<file path="config.mk">
export PLATFORM = sky130hd
export DESIGN_NAME = byte_frame_parser_checksum_core
export DESIGN_NICKNAME = d
export VERILOG_FILES = /design/src/sv/bfp_pkg.sv /design/src/sv/bfp_deframer.sv /design/src/sv/bfp_res_queue.sv /design/src/sv/byte_frame_parser_checksum_core.sv
export SDC_FILE = /design/constraint.sdc
export NUM_CORES = 1
export LEC_CHECK = 0
export BUFFER_PORTS_ARGS = -buffer_cell sky130_fd_sc_hd__buf_4
export CORE_MARGIN = 5
export CORE_UTILIZATION = 45
export CTS_BUF_LIST = sky130_fd_sc_hd__clkbuf_2 sky130_fd_sc_hd__clkbuf_4 sky130_fd_sc_hd__clkbuf_8
export CTS_CLUSTER_DIAMETER = 60
export DETAILED_ROUTE_END_ITERATION = 7
export HOLD_SLACK_MARGIN = 0.1
export PLACE_DENSITY = 0.68
export SLEW_MARGIN = 10
export SYNTH_ARGS = -nofsm -noshare
export SYNTH_HDL_FRONTEND = slang
export SYNTH_SLANG_ARGS = --single-unit
</file>
<file path="constraint.sdc">
create_clock -name clk -period 6.1 [get_ports clk]
set_input_delay 0.305 -clock clk [delete_from_list [all_inputs] [get_ports clk]]
set_output_delay 0.305 -clock clk [all_outputs]
set_load 0.02 [all_outputs]
</file>
<file path="src/sv/bfp_pkg.sv">
// ----------------------------------------------------------------------------
// bfp_pkg
// shared types, register codes and result helpers for the byte frame parser
// ----------------------------------------------------------------------------
package bfp_pkg;

  localparam int MAX_FRAME_DEF        = 1024;
  localparam int HEADER_BYTES_DEF     = 5;
  localparam int LEN_FIELD_OFFSET_DEF = 3;
  localparam int CMD_OFFSET_DEF       = 2;

  // width for length compares: 16-bit length field plus header and checksum bytes
  localparam int CMP_W = 18;

  localparam int CFG_IDX_W  = 3;
  localparam int CFG_DATA_W = 11;

  localparam logic [CFG_IDX_W-1:0] CFG_HEAD_BYTE = 3'd0;
  localparam logic [CFG_IDX_W-1:0] CFG_TAIL_BYTE = 3'd1;
  localparam logic [CFG_IDX_W-1:0] CFG_MIN_LEN   = 3'd2;
  localparam logic [CFG_IDX_W-1:0] CFG_MAX_LEN   = 3'd3;
  localparam logic [CFG_IDX_W-1:0] CFG_RSV_TYPE  = 3'd4;

  localparam logic [7:0]  HEAD_BYTE_RST = 8'd126;
  localparam logic [7:0]  TAIL_BYTE_RST = 8'd127;
  localparam logic [10:0] MIN_LEN_RST   = 11'd6;
  localparam logic [10:0] MAX_LEN_RST   = 11'd1024;
  localparam logic [7:0]  RSV_TYPE_RST  = 8'd0;

  localparam logic [1:0] ST_OK    = 2'd0;
  localparam logic [1:0] ST_SHORT = 2'd1;
  localparam logic [1:0] ST_OVER  = 2'd2;
  localparam logic [1:0] ST_CSUM  = 2'd3;

  localparam logic KIND_BYTE = 1'b0;
  localparam logic KIND_END  = 1'b1;

  localparam int RQ_DEPTH = 4;
  localparam int RQ_PTR_W = 2;
  localparam int RQ_CNT_W = 3;

  typedef struct packed {
    logic [7:0]  head_byte;
    logic [7:0]  tail_byte;
    logic [10:0] min_len;
    logic [10:0] max_len;
    logic [7:0]  rsv_type;
  } cfg_t;

  typedef struct packed {
    logic        kind;
    logic [7:0]  byte_value;
    logic [9:0]  byte_index;
    logic [1:0]  status;
    logic [7:0]  command;
    logic [7:0]  frame_type;
    logic [7:0]  data_number;
    logic [10:0] payload_len;
    logic        last;
  } res_t;

  typedef struct packed {
    logic [1:0] num;
    res_t       r0;
    res_t       r1;
  } push_t;

  function automatic res_t byte_res(logic [9:0] idx, logic [7:0] b);
    res_t r;
    r            = '0;
    r.kind       = KIND_BYTE;
    r.byte_value = b;
    r.byte_index = idx;
    return r;
  endfunction

  function automatic res_t end_res(logic [1:0] st, logic [7:0] cmd, logic [7:0] typ,
                                   logic [7:0] num, logic [10:0] plen);
    res_t r;
    r             = '0;
    r.kind        = KIND_END;
    r.status      = st;
    r.command     = cmd;
    r.frame_type  = typ;
    r.data_number = num;
    r.payload_len = plen;
    return r;
  endfunction

endpackage

</file>
<file path="src/sv/bfp_deframer.sv">
// ----------------------------------------------------------------------------
// bfp_deframer
// frame state machine: head/tail detection, body collection and frame close
// ----------------------------------------------------------------------------
module bfp_deframer #(
  parameter int MAX_FRAME        = bfp_pkg::MAX_FRAME_DEF,
  parameter int HEADER_BYTES     = bfp_pkg::HEADER_BYTES_DEF,
  parameter int LEN_FIELD_OFFSET = bfp_pkg::LEN_FIELD_OFFSET_DEF,
  parameter int CMD_OFFSET       = bfp_pkg::CMD_OFFSET_DEF
) (
  input  logic           clk,
  input  logic           rst_n,
  input  logic           in_fire,
  input  logic [7:0]     in_byte,
  input  bfp_pkg::cfg_t  cfg,
  output bfp_pkg::push_t push
);
  import bfp_pkg::*;

  localparam int CNT_W = $clog2(MAX_FRAME + 1);

  typedef enum logic [1:0] {PH_IDLE, PH_HEAD, PH_DATA, PH_TAIL} phase_t;

  typedef struct packed {
    logic [CNT_W-1:0] cnt;
    logic [7:0]       sum;
    logic [7:0]       prev;
    logic [7:0]       cmd;
    logic [15:0]      hlen;
    logic [7:0]       ptype;
    logic [7:0]       pnum;
  } frm_t;

  phase_t           phase_r, phase_nxt;
  frm_t             frm_r, frm_nxt;
  frm_t             s1, s2;
  logic [CMP_W-1:0] bound;
  logic             len_match;
  logic [7:0]       csum;

  function automatic frm_t store_f(frm_t s, logic [7:0] b);
    frm_t             r;
    logic [CMP_W-1:0] ix;
    r  = s;
    ix = CMP_W'(s.cnt);
    if (ix == CMP_W'(CMD_OFFSET)) r.cmd = b;
    if (ix == CMP_W'(LEN_FIELD_OFFSET)) r.hlen[7:0] = b;
    if (ix == CMP_W'(LEN_FIELD_OFFSET + 1)) r.hlen[15:8] = b;
    if (ix == CMP_W'(HEADER_BYTES)) r.ptype = b;
    if (ix == CMP_W'(HEADER_BYTES + 1)) r.pnum = b;
    r.sum  = s.sum + b;
    r.prev = b;
    r.cnt  = s.cnt + CNT_W'(1);
    return r;
  endfunction

  function automatic logic ovf_f(logic [CNT_W-1:0] c, logic [CMP_W-1:0] lim);
    return CMP_W'(c) >= lim;
  endfunction

  assign bound = (CMP_W'(cfg.max_len) < CMP_W'(MAX_FRAME)) ? CMP_W'(cfg.max_len)
                                                           : CMP_W'(MAX_FRAME);
  assign s1        = store_f(frm_r, cfg.tail_byte);
  assign s2        = store_f(s1, in_byte);
  assign len_match = (CMP_W'(frm_r.hlen) + CMP_W'(HEADER_BYTES + 1)) == CMP_W'(frm_r.cnt);
  assign csum      = frm_r.sum - frm_r.prev;

  always_comb begin
    phase_nxt = phase_r;
    frm_nxt   = frm_r;
    push      = '0;
    if (in_fire) begin
      case (phase_r)
        PH_IDLE: begin
          if (in_byte == cfg.head_byte) begin
            phase_nxt = PH_HEAD;
            frm_nxt   = '0;
          end
        end
        PH_HEAD: begin
          phase_nxt = (in_byte == cfg.head_byte) ? PH_DATA : PH_IDLE;
        end
        PH_DATA: begin
          if (in_byte == cfg.tail_byte) begin
            phase_nxt = PH_TAIL;
          end else if (ovf_f(frm_r.cnt, bound)) begin
            push.num  = 2'd1;
            push.r0   = end_res(ST_OVER, 8'd0, 8'd0, 8'd0, 11'd0);
            phase_nxt = PH_IDLE;
          end else begin
            push.num = 2'd1;
            push.r0  = byte_res(10'(frm_r.cnt), in_byte);
            frm_nxt  = store_f(frm_r, in_byte);
          end
        end
        PH_TAIL: begin
          phase_nxt = PH_IDLE;
          if (in_byte == cfg.tail_byte && CMP_W'(frm_r.cnt) < CMP_W'(cfg.min_len)) begin
            push.num = 2'd1;
            push.r0  = end_res(ST_SHORT, 8'd0, 8'd0, 8'd0, 11'd0);
          end else if (in_byte == cfg.tail_byte && len_match) begin
            push.num = 2'd1;
            if (csum != frm_r.prev) begin
              push.r0 = end_res(ST_CSUM, 8'd0, 8'd0, 8'd0, 11'd0);
            end else if (|frm_r.hlen[15:1]) begin
              push.r0 = end_res(ST_OK, frm_r.cmd, frm_r.ptype, frm_r.pnum, frm_r.hlen[10:0]);
            end else begin
              push.r0 = end_res(ST_OK, frm_r.cmd, cfg.rsv_type, 8'd0, frm_r.hlen[10:0]);
            end
          end else if (ovf_f(frm_r.cnt, bound)) begin
            push.num = 2'd1;
            push.r0  = end_res(ST_OVER, 8'd0, 8'd0, 8'd0, 11'd0);
          end else begin
            push.num = 2'd2;
            push.r0  = byte_res(10'(frm_r.cnt), cfg.tail_byte);
            frm_nxt  = s1;
            if (ovf_f(s1.cnt, bound)) begin
              push.r1 = end_res(ST_OVER, 8'd0, 8'd0, 8'd0, 11'd0);
            end else begin
              push.r1   = byte_res(10'(s1.cnt), in_byte);
              frm_nxt   = s2;
              phase_nxt = PH_DATA;
            end
          end
        end
        default: begin
          phase_nxt = PH_IDLE;
        end
      endcase
    end
    if (push.num == 2'd1) push.r0.last = 1'b1;
    if (push.num == 2'd2) push.r1.last = 1'b1;
  end

  always_ff @(posedge clk) begin
    if (!rst_n) begin
      phase_r <= PH_IDLE;
      frm_r   <= '0;
    end else begin
      phase_r <= phase_nxt;
      frm_r   <= frm_nxt;
    end
  end

  a_push_needs_fire: assert property (@(posedge clk) disable iff (!rst_n)
    push.num != 2'd0 |-> in_fire)
    else $error("results pushed without an input transaction");

  a_last_marking: assert property (@(posedge clk) disable iff (!rst_n)
    (push.num != 2'd1 || push.r0.last) &&
    (push.num != 2'd2 || (push.r1.last && !push.r0.last)))
    else $error("last flag not on the final result of a transaction");

  a_end_clean: assert property (@(posedge clk) disable iff (!rst_n)
    (push.num != 2'd0 && push.r0.kind == KIND_END) |->
      (push.r0.byte_value == 8'd0 && push.r0.byte_index == 10'd0 && push.num == 2'd1))
    else $error("end of frame result carries body byte fields or follows");

endmodule

</file>
<file path="src/sv/bfp_res_queue.sv">
// ----------------------------------------------------------------------------
// bfp_res_queue
// small shifting result queue: takes up to two results per cycle and, while out_ready is high, gives one
// ----------------------------------------------------------------------------
module bfp_res_queue (
  input  logic           clk,
  input  logic           rst_n,
  input  bfp_pkg::push_t push,
  output logic           space,
  output logic           out_valid,
  input  logic           out_ready,
  output bfp_pkg::res_t  out_res
);
  import bfp_pkg::*;

  res_t                q_r [RQ_DEPTH];
  res_t                q_tmp [RQ_DEPTH];
  logic [RQ_CNT_W-1:0] cnt_r, cnt_nxt, cnt_tmp;
  logic [RQ_PTR_W-1:0] wp0, wp1;
  logic                pop;

  assign out_valid = cnt_r != '0;
  assign pop       = out_valid && out_ready;
  assign space     = cnt_r <= RQ_CNT_W'(RQ_DEPTH - 2);
  assign out_res   = q_r[0];
  assign wp0       = cnt_tmp[RQ_PTR_W-1:0];
  assign wp1       = wp0 + RQ_PTR_W'(1);

  always_comb begin
    q_tmp   = q_r;
    cnt_tmp = cnt_r;
    if (pop) begin
      for (int i = 0; i < RQ_DEPTH - 1; i++) begin
        q_tmp[i] = q_r[i+1];
      end
      cnt_tmp = cnt_r - RQ_CNT_W'(1);
    end
    if (push.num != 2'd0) q_tmp[wp0] = push.r0;
    if (push.num == 2'd2) q_tmp[wp1] = push.r1;
    cnt_nxt = cnt_tmp + RQ_CNT_W'(push.num);
  end

  always_ff @(posedge clk) begin
    q_r <= q_tmp;
  end

  always_ff @(posedge clk) begin
    if (!rst_n) begin
      cnt_r <= '0;
    end else begin
      cnt_r <= cnt_nxt;
    end
  end

  a_cnt_bound: assert property (@(posedge clk) disable iff (!rst_n)
    cnt_r <= RQ_CNT_W'(RQ_DEPTH))
    else $error("result queue overfilled");

endmodule

</file>
<file path="src/sv/byte_frame_parser_checksum_core.sv">
// ----------------------------------------------------------------------------
// byte_frame_parser_checksum_core
// byte stream deframer with 8-bit additive checksum check
// ----------------------------------------------------------------------------
// in_*  : one received byte per transaction (valid/ready)
// out_* : result transactions; kind 0 is a tentative body byte with its index,
//         kind 1 ends a frame with a status and, on ok, the header fields
//         out_last marks the final result caused by one input byte
// cfg_* : register writes (head, tail, min length, max length, reserved type),
//         taken in the same cycle; the user must write them only while no
//         frame work is pending; the block itself does not enforce it
// throughput: one byte per cycle while in_ready is high; a byte gives zero,
//   one or two results into a registered four-entry queue whose head drives
//   out_*, drained one result per cycle while out_ready is high, so bytes
//   giving two results (tail byte stored as data) slow intake to that rate
// in_ready is high while the queue has room for two results; a stalled
//   receiver fills the queue and then holds off the input
// reset: frame state idle, queue empty, registers at their default values
// ----------------------------------------------------------------------------
module byte_frame_parser_checksum_core #(
  parameter int MAX_FRAME        = bfp_pkg::MAX_FRAME_DEF,
  parameter int HEADER_BYTES     = bfp_pkg::HEADER_BYTES_DEF,
  parameter int LEN_FIELD_OFFSET = bfp_pkg::LEN_FIELD_OFFSET_DEF,
  parameter int CMD_OFFSET       = bfp_pkg::CMD_OFFSET_DEF
) (
  input  logic                           clk,
  input  logic                           rst_n,
  input  logic                           in_valid,
  output logic                           in_ready,
  input  logic [7:0]                     in_byte,
  output logic                           out_valid,
  input  logic                           out_ready,
  output logic                           out_kind,
  output logic [7:0]                     out_byte_value,
  output logic [9:0]                     out_byte_index,
  output logic [1:0]                     out_status,
  output logic [7:0]                     out_command,
  output logic [7:0]                     out_frame_type,
  output logic [7:0]                     out_data_number,
  output logic [10:0]                    out_payload_len,
  output logic                           out_last,
  input  logic                           cfg_we,
  input  logic [bfp_pkg::CFG_IDX_W-1:0]  cfg_idx,
  input  logic [bfp_pkg::CFG_DATA_W-1:0] cfg_wdata
);
  import bfp_pkg::*;

  cfg_t  cfg_r, cfg_nxt;
  push_t push;
  res_t  out_res;
  logic  space;
  logic  in_fire;

  assign in_ready = space;
  assign in_fire  = in_valid && space;

  always_comb begin
    cfg_nxt = cfg_r;
    if (cfg_we) begin
      case (cfg_idx)
        CFG_HEAD_BYTE: cfg_nxt.head_byte = cfg_wdata[7:0];
        CFG_TAIL_BYTE: cfg_nxt.tail_byte = cfg_wdata[7:0];
        CFG_MIN_LEN:   cfg_nxt.min_len   = cfg_wdata;
        CFG_MAX_LEN:   cfg_nxt.max_len   = cfg_wdata;
        CFG_RSV_TYPE:  cfg_nxt.rsv_type  = cfg_wdata[7:0];
        default:       cfg_nxt           = cfg_r;
      endcase
    end
  end

  always_ff @(posedge clk) begin
    if (!rst_n) begin
      cfg_r.head_byte <= HEAD_BYTE_RST;
      cfg_r.tail_byte <= TAIL_BYTE_RST;
      cfg_r.min_len   <= MIN_LEN_RST;
      cfg_r.max_len   <= MAX_LEN_RST;
      cfg_r.rsv_type  <= RSV_TYPE_RST;
    end else begin
      cfg_r <= cfg_nxt;
    end
  end

  bfp_deframer #(
    .MAX_FRAME       (MAX_FRAME),
    .HEADER_BYTES    (HEADER_BYTES),
    .LEN_FIELD_OFFSET(LEN_FIELD_OFFSET),
    .CMD_OFFSET      (CMD_OFFSET)
  ) u_deframer (
    .clk    (clk),
    .rst_n  (rst_n),
    .in_fire(in_fire),
    .in_byte(in_byte),
    .cfg    (cfg_r),
    .push   (push)
  );

  bfp_res_queue u_res_queue (
    .clk      (clk),
    .rst_n    (rst_n),
    .push     (push),
    .space    (space),
    .out_valid(out_valid),
    .out_ready(out_ready),
    .out_res  (out_res)
  );

  assign out_kind        = out_res.kind;
  assign out_byte_value  = out_res.byte_value;
  assign out_byte_index  = out_res.byte_index;
  assign out_status      = out_res.status;
  assign out_command     = out_res.command;
  assign out_frame_type  = out_res.frame_type;
  assign out_data_number = out_res.data_number;
  assign out_payload_len = out_res.payload_len;
  assign out_last        = out_res.last;

endmodule
</file>
# After elaboration in Yosys (flattened, before gate mapping)
# Cells that the tools add are included.
# Widths: inputs -> output; s select.
# word_totals
elab_cells,190
input_bits,27
output_inout_bits,59
regBits,346
# classes
magnitude_cmp,9
eq_ne,35
addsub,10
n_bitwise,2
n_reduce_logical,24
muxes,59
# op_table
cell,count
$mux 67,7
$bwmux 228,2
$mux 228,2
$mux 57,8
$mux 59,4
$demux 57 s2,2
$pmux 67 s3,1
$mux 171,1
$mux 8,15
$pmux 59 s2,1
$mux 116,1
$eq 11x3->1 const B,6
$reduce_and 9->1,5
$eq 11x2->1 const B,4
$mux 38,1
$ge 11x18->1,2
$mux 28,1
$add 8x8->8,3
$add 11x1->11 const B,2
$eq 18x11->1,1
$add 16x3->17 const B,1
$eq 8x8->1,2
$mux 2,8
$reduce_or 15->1,1
other kinds (31),58

# Longest topological paths before layout
# Gate-level depths: netlist of the first run.
# logic_depth
depth_word,15
ltp_mapped,17
ltp_nobuf,16

# By module
# From an unflattened synthesis of the first run, not the netlist that was laid out.
# hier_totals
cells_unflattened,2969
hier_area_um2,21973.6
# by_module_without_submodules
module,seq_area_each_um2,area_per_inst_um2,cells_each,instances
bfp_res_queue,4624.4,11878.9,1684,1
bfp_deframer,1361.3,8251.7,1107,1
byte_frame_parser_checksum_core,920.9,1843.0,178,1

# Worst setup path after synthesis of the first run
# Ideal clock, no wire load.
# synth_path
kind,register to register
startpoint,register u_deframer.frm_r[57] (netlist bit)
endpoint,register u_deframer.frm_r[0] (netlist bit)
stages_incl_launch_ff,15
setup_slack_ns,1.999
synth_period_minus_slack_ns,4.101
arrival_ns,3.980
path_buffers,0
t_required_ns,5.978
setup_ns,0.122
cell_sequence,dfxtp_1 -> ha_1 -> nand4_1 -> nor2_1 -> nand3_1 -> xnor2_1 -> ha_1 -> a211o_1 -> a211o_1 -> o21ai_0 -> o21ai_1 -> a2111oi_4 -> a41oi_2 -> mux2i_1 -> o2bb2ai_1
# synth_via
elab_chain_len,8
word_cells_on_any_way,22
cone_classes,add/sub (1); order compare (3); eq/ne (8); mux (7); reduce/logical (3)
# synth_lines
item,line,rtl
start: declaration,bfp_deframer.sv:35,"frm_t frm_r, frm_nxt;"
start signal: assignment,bfp_deframer.sv:141,frm_r <= frm_nxt;
"parallel branches: the longest is 8 deep, another holds $ge 11x18->1",--,
# Several ways; the timed one is not identified. The select of a mux whose other input is x is not followed.
# A chain may end at the register's enable or synchronous reset.

# Worst setup path after layout of the first run
# layout_path
startpoint,register u_deframer.frm_r[56] (netlist bit)
endpoint,register u_deframer.frm_r[23] (netlist bit)
# layout_via
elab_chain_len,8
word_cells_on_any_way,22
cone_classes,add/sub (1); order compare (3); eq/ne (8); mux (7); reduce/logical (3)
# layout_lines
item
"parallel branches: the longest is 8 deep, another holds $ge 11x18->1"
# Several ways; the timed one is not identified. The select of a mux whose other input is x is not followed.

==> impl_metrics.csv, run 1 <==
group,metric,value,unit
cts,cts_buffer_depth,3,
global_route,track_usage,0.247,
power,pwr-share-comb,0.158,
setup_path,regToRegStartpoint,"u_deframer.frm_r[56]$_SDFFE_PN0P_",
floorplan,dieArea,48800,sq um
timing,finalCriticalPeriod,5.40,ns
placement,hpwl,41800,microns
setup_path,cp-startpoint,"u_deframer.frm_r[56]$_SDFFE_PN0P_",
timing,slew-limit-headroom,0.261,
power,ir_drop,0.000277,V
yosys,ys.flop_type,"dfxtp_1",
routing,drt-initial-drc-count,2231,
global_route,grt_pass1_wl,99800,microns
global_route,grt_max_degree,166,
timing,tns,0,ns
power,switching_share,0.297,
yosys,async_flop_share,0,
timing,drv_slew,0,
yosys,yosys-top-cells-area,"dfxtp_1, nand2_1, mux2i_1, a21oi_1, ha_1",
global_route,grt_pass1_vias,17400,
cells_and_area,drive_gt1_frac,0.137,
global_route,antenna_found_initial,0,
setup_path,end_kind,"register",
setup_path,cp_top_family,"compound AO/OA/AOI/OAI gates",
flow_run,cap_viol_max_count,0,
cells_and_area,nNetsFinal,2538,
yosys,yosysTopAreaCell,"dfxtp_1",
power,pwr-share-seq,0.429,
cts,htree_levels,2,
routing,first_pass_iters,6,
hold_path,worstHoldStart,"in_byte[2]",
yosys,synth.distinct_cells,84,
power,power_frac_clock,0.413,
timing,fin_ws,0.700,ns
run_status,status,"complete, no violations",
timing,worst_pin_slew,1.09,ns
yosys,synth_commonest_cells,"nand2_1, dfxtp_1, a21oi_1",
hold_path,hold_path.class,"in -> reg",
power,power_switching,1.61,mW
setup_path,required,6.61,ns
timing,hold_viol_final,0,
setup_path,critPathBufInv,1,
floorplan,start_util,0.453,
power,pwr_density_cell,246,nW/um^2
setup_path,crit_path_top_delay_cell,"dfxtp_1",
yosys,yosysWarningCount,0,
placement,gp_congestion,0.960,
yosys,syn_nets,2590,
power,power_leakage,8.40,nW
yosys,syn_area,20000,sq um
routing,drcViolationCount,0,
floorplan,rows,77,
cts,clock-sinks,345,
yosys,ys_seq_area_frac,0.345,
cts,path_clk_slew,0.06,ns
floorplan,ioPinCount,86,
floorplan,core,44100,sq um
timing,setup-violations-final,0,
cts,tritoncts,"done",
setup_path,cp_max_fo,15,
setup_path,worstSetupPathType,"reg -> reg",
timing,finalCritPeriodShare,0.885,
placement,dp_slack,0.853,ns
yosys,avgSynthCellArea,8.06,sq um
routing,num_vias,19000,
setup_path,critPathArrivalTime,5.91,ns
power,internal_power,3.81,mW
setup_path,critical_path.max_stage_delay,0.74,ns
floorplan,die_w,221,microns
yosys,synth_seq_cells,345,
yosys,yosysTopAreaCellShare,0.345,
placement,port_buffers,85,
yosys,synth_most_common_cell,"nand2_1",
setup_path,cp-start-kind,"register",
floorplan,die_h,221,microns
routing,ant_nets,0,
cells_and_area,final_core_util,0.500,
yosys,syn_inst,2482,
cts,numCtsBuffers,60,
yosys,synth_edf_count,0,
routing,wl,64500,microns
timing,fin_worst_skew,0.0607,ns
routing,viasPerCell,6.18,
cts,ctsRootBufferMaster,"clkbuf_8",
cells_and_area,n_antenna_cell,0,
global_route,grt-ovfl-total,0,
cts,clk_latency,0.68,ns
timing,rsz0062_at_grt,"false",
routing,wire_per_inst,21.0,microns
cells_and_area,area_growth,10.2,%
setup_path,crit_chain,"ha_1 > nand4_1 > nor2_1 > buf_4 > nand3_1 > xnor2_1 > ha_1 > a211o_1 > a211o_1 > o21ai_0 > o21ai_2 > a2111oi_4 > a41oi_2 > mux2i_1 > o2bb2ai_1",
timing,max_freq,185,MHz
## sequential cells by signal, indices dropped and copies added (netlist names)
register             cells
cfg_r                   46
u_res_queue.q_r        171
u_res_queue.cnt_r        3
u_deframer.frm_r        66
u_deframer.phase_r       2
u_res_queue.out_res     57
## worst paths after layout
| kind | depth (start not counted) | slack [ns] | endpoint |
|---|---|---|---|
| min | 3 | 0.17 | u_deframer.frm_r[34]$_SDFFE_PN0P_ |
| min reg2reg | 2 | 0.45 | u_res_queue.q_r[7]$_DFF_P_ |
| max reg2reg | 15 | 0.70 | u_deframer.frm_r[23]$_SDFFE_PN0P_ |
| max | 15 | 0.70 | u_deframer.frm_r[23]$_SDFFE_PN0P_ |
## per-layer routing
metal | part of all wire | global-route usage
met1 | 0.42 | 0.344
met2 | 0.46 | 0.396
met3 | 0.091 | 0.0355
met4 | 0.032 | 0.0832
met5 | 0 | 0
## layout by cell type, fill, tap and decap left out, drive strengths merged, types with 14 or more instances in the layout
cell           n
clkinv        14
mux2          57
a21oi        228
nand3        128
dlygate4sd3   20
clkbuf        91
nor3          39
o2bb2ai       42
nand2        442
ha            76
a211oi        66
a31oi         41
o211ai        44
buf          126
mux2i        116
o21ai         86
dfxtp        345
xor2          22
a41oi         14
nand4         15
inv           54
nor4          23
nor2         107
a21o          14
o221ai        18
xnor2         53
## cell type report
type                            count  area [sq um]
Clock buffer                       91          1160
Clock inverter                     17           120
Fill cell                        4261         22100
Inverter                           56           210
Multi-Input combinational cell   1821         11700
Sequential cell                   345          6910
Tap cell                          592           741
Timing Repair Buffer              146          1160
## metrics by stage
stage	hold slack (ns)	std cells	total power [mW]	area, sq um
3_3_place_gp	0.438	2940	3.19	20600
3_5_place_dp	0.443	2940	3.20	20600
5_1_grt	0.142	3068	5.61	22000
2_1_floorplan	0.429	2482	2.96	20000
6_report	0.167	3068	5.42	22000
4_1_cts	0.117	3068	5.43	22000
## power groups by stage
stage                     sequential (mW)  clock (mW)  combinational [mW]
after detailed placement             2.37           0               0.827
final                                2.32        2.24               0.856
after global routing                 2.33        2.37               0.912
after global placement               2.37           0               0.818
after floorplan                      2.36           0               0.602
after CTS                            2.32        2.27               0.839
## worst reg2reg max path: cells and delay by family, from the launching register on
kind / cells / cell delay, ns
AO/OA/AOI/OAI: 7 / 2.30
adder cells (fa/ha/maj): 2 / 0.82
XOR/XNOR: 1 / 0.23
multiplexers: 1 / 0.30
AND/OR/NAND/NOR: 3 / 0.65
flip-flops: 1 / 0.74
buffers and inverters: 1 / 0.19
## logic make-up after synthesis
group                      after synthesis  synth area share
AOI/OAI and AO/OA                      660             0.221
xor gates and xnor gates                75            0.0328
muxes                                  173            0.0901
and+or+nand+nor                        832             0.186
DFF                                    345             0.345
buffers and inverters                  316            0.0722
adders and majority gates               81            0.0525
## repair_timing
item,4_1_cts,5_1_grt
hold buffers,20,0
gates resized for setup,0,0
setup buffers,0,0
endpoints found under the hold margin,60,0
Power figures use the tool's default switching activity.
==> run 2, diff against run 1 <==
==> constraint.sdc (replaced) <==
create_clock -name clk -period 5.65 [get_ports clk]
set_input_delay 0.2825 -clock clk [delete_from_list [all_inputs] [get_ports clk]]
set_output_delay 0.2825 -clock clk [all_outputs]
set_load 0.02 [all_outputs]
==> impl_metrics.csv, run 2 (synthesis gave the netlist of run 1 again) <==
group,metric,value,unit
setup_path,end_kind,"register",
power,pwr-share-comb,0.160,
routing,drt-initial-drc-count,1824,
routing,first_pass_iters,5,
hold_path,hold_path.class,"in -> reg",
power,fin_total_pwr,5.85,mW
timing,rsz0062_at_grt,"false",
cts,htree_levels,2,
setup_path,required,6.17,ns
power,power_leakage,8.49,nW
global_route,track_usage,0.248,
floorplan,dieArea,48800,sq um
cts,tritoncts,"done",
setup_path,worstSetupPathType,"reg -> reg",
timing,slew-limit-headroom,0.313,
timing,finalCritPeriodShare,0.850,
cells_and_area,n_antenna_cell,0,
setup_path,cp-start-kind,"register",
cts,clock-sinks,345,
cts,postCtsResizedCells,0,
cells_and_area,largest_reg_flops,171,
cts,numCtsBuffers,58,
floorplan,ioPinCount,86,
setup_path,critPathArrivalTime,5.32,ns
routing,wire_per_inst,20.9,microns
timing,fin_worst_skew,0.0390,ns
floorplan,rows,77,
power,ir_drop,0.000346,V
cells_and_area,nNetsFinal,2556,
cells_and_area,final_cell_mix,"nand2_1, dfxtp_1, a21oi_1",
power,power_frac_clock,0.411,
global_route,grt_pass1_wl,100000,microns
placement,hpwl,42400,microns
cts,holdBufCountCts,24,
setup_path,cp_max_fo,21,
routing,wl,64500,microns
cells_and_area,drive_gt1_frac,0.140,
timing,hold_viol_final,0,
routing,ant_nets,0,
global_route,grt-ovfl-total,0,
global_route,grt_pass1_vias,18000,
setup_path,r2r_cells,13,
cells_and_area,top_register,"u_res_queue.q_r",
timing,worst_pin_slew,1.01,ns
timing,max_freq,208,MHz
power,pwr-share-seq,0.428,
hold_path,min_path_cells,5,
run_status,status,"complete, no violations",
power,pwr_density_cell,264,nW/um^2
cells_and_area,layout_commonest_cell,"nand2_1",
power,power_switching,1.72,mW
timing,setup-violations-final,0,
routing,num_vias,18900,
power,switching_share,0.295,
setup_path,reg2reg_setup_slack,0.85,ns
floorplan,die_h,221,microns
timing,drv_slew,0,
floorplan,core,44100,sq um
routing,viasPerCell,6.13,
global_route,antenna_found_initial,0,
cts,cts_buffer_depth,3,
timing,tns,0,ns
cts,ctsRootBufferMaster,"clkbuf_8",
placement,gp_congestion,0.946,
power,internal_power,4.13,mW
cells_and_area,area_growth,11.0,%
floorplan,start_util,0.453,
flow_run,cap_viol_max_count,0,
cts,cts_setup_buffers,0,
global_route,grt_max_degree,172,
placement,port_buffers,85,
cts,path_clk_slew,0.07,ns
floorplan,die_w,221,microns
routing,drcViolationCount,0,
timing,finalCriticalPeriod,4.80,ns
cts,clk_latency,0.67,ns
## run 2: cell count changes in the layout (fill, tap and decap cells not counted), sizes merged
cell | previous run | this run
buf | 126 | 142
clkinv | 14 | 7
clkbuf | 91 | 95
dlygate4sd3 | 20 | 24
clkinvlp | 4 | 2
## run 2: worst paths after layout
kind | start | end
max | u_deframer.frm_r[58]$_SDFFE_PN0P_ | u_deframer.frm_r[38]$_SDFFE_PN0P_
min | out_ready | u_res_queue.cnt_r[2]$_SDFF_PN0_
max reg2reg | u_deframer.frm_r[58]$_SDFFE_PN0P_ | u_deframer.frm_r[38]$_SDFFE_PN0P_
min reg2reg | cfg_r[8]$_SDFFE_PN0P_ | cfg_r[8]$_SDFFE_PN0P_
## run 2: layer usage
layer	vias to the layer above	wire length, microns	global-route usage
met3	178	5440	0.0436
met2	888	29300	0.406
met4	0	2470	0.0962
li1	8814	-	-
met5	-	0	0
met1	9018	27300	0.329
## run 2: through the flow
step	utilization	instances	worst slack (ns)	area (sq um)	hold WS [ns]
global route	0.503	3083	0.599	22200	0.200
finish	0.503	3083	0.846	22200	0.202
detailed placement	0.469	2956	0.995	20700	0.443
CTS	0.503	3083	0.930	22200	0.146
floorplan	-	2482	1.55	20000	0.406
global placement	0.469	2956	1.08	20700	0.438
## run 2: cell type report
class                      instances  area, sq um
clock buffer                      95         1180
clock inverter                     8         73.8
fill                            4239        21900
inverter                          56          210
multi-input combinational       1821        11700
sequential                       345         6910
tap                              592          741
timing repair buffer             166         1340
## run 2: power groups by stage
stage	registers [mW]	logic [mW]	clock network (mW)
global placement	2.56	0.899	0
floorplan	2.55	0.650	0
CTS	2.51	0.925	2.44
detailed placement	2.56	0.910	0
global route	2.51	1.00	2.54
finish	2.51	0.939	2.41
## run 2: critical path: stages, from the launching register on
cell and delay, ns:
dfxtp_1 0.79, nand3_1 0.26, or2_2 0.40, nor2_1 0.19, xnor2_1 0.26, ha_1 0.34
a211o_1 0.28, a211o_1 0.26, o21ai_0 0.19, o21ai_2 0.11, a2111oi_4 0.67, a41oi_2 0.50
mux2i_1 0.30, o2bb2ai_1 0.09
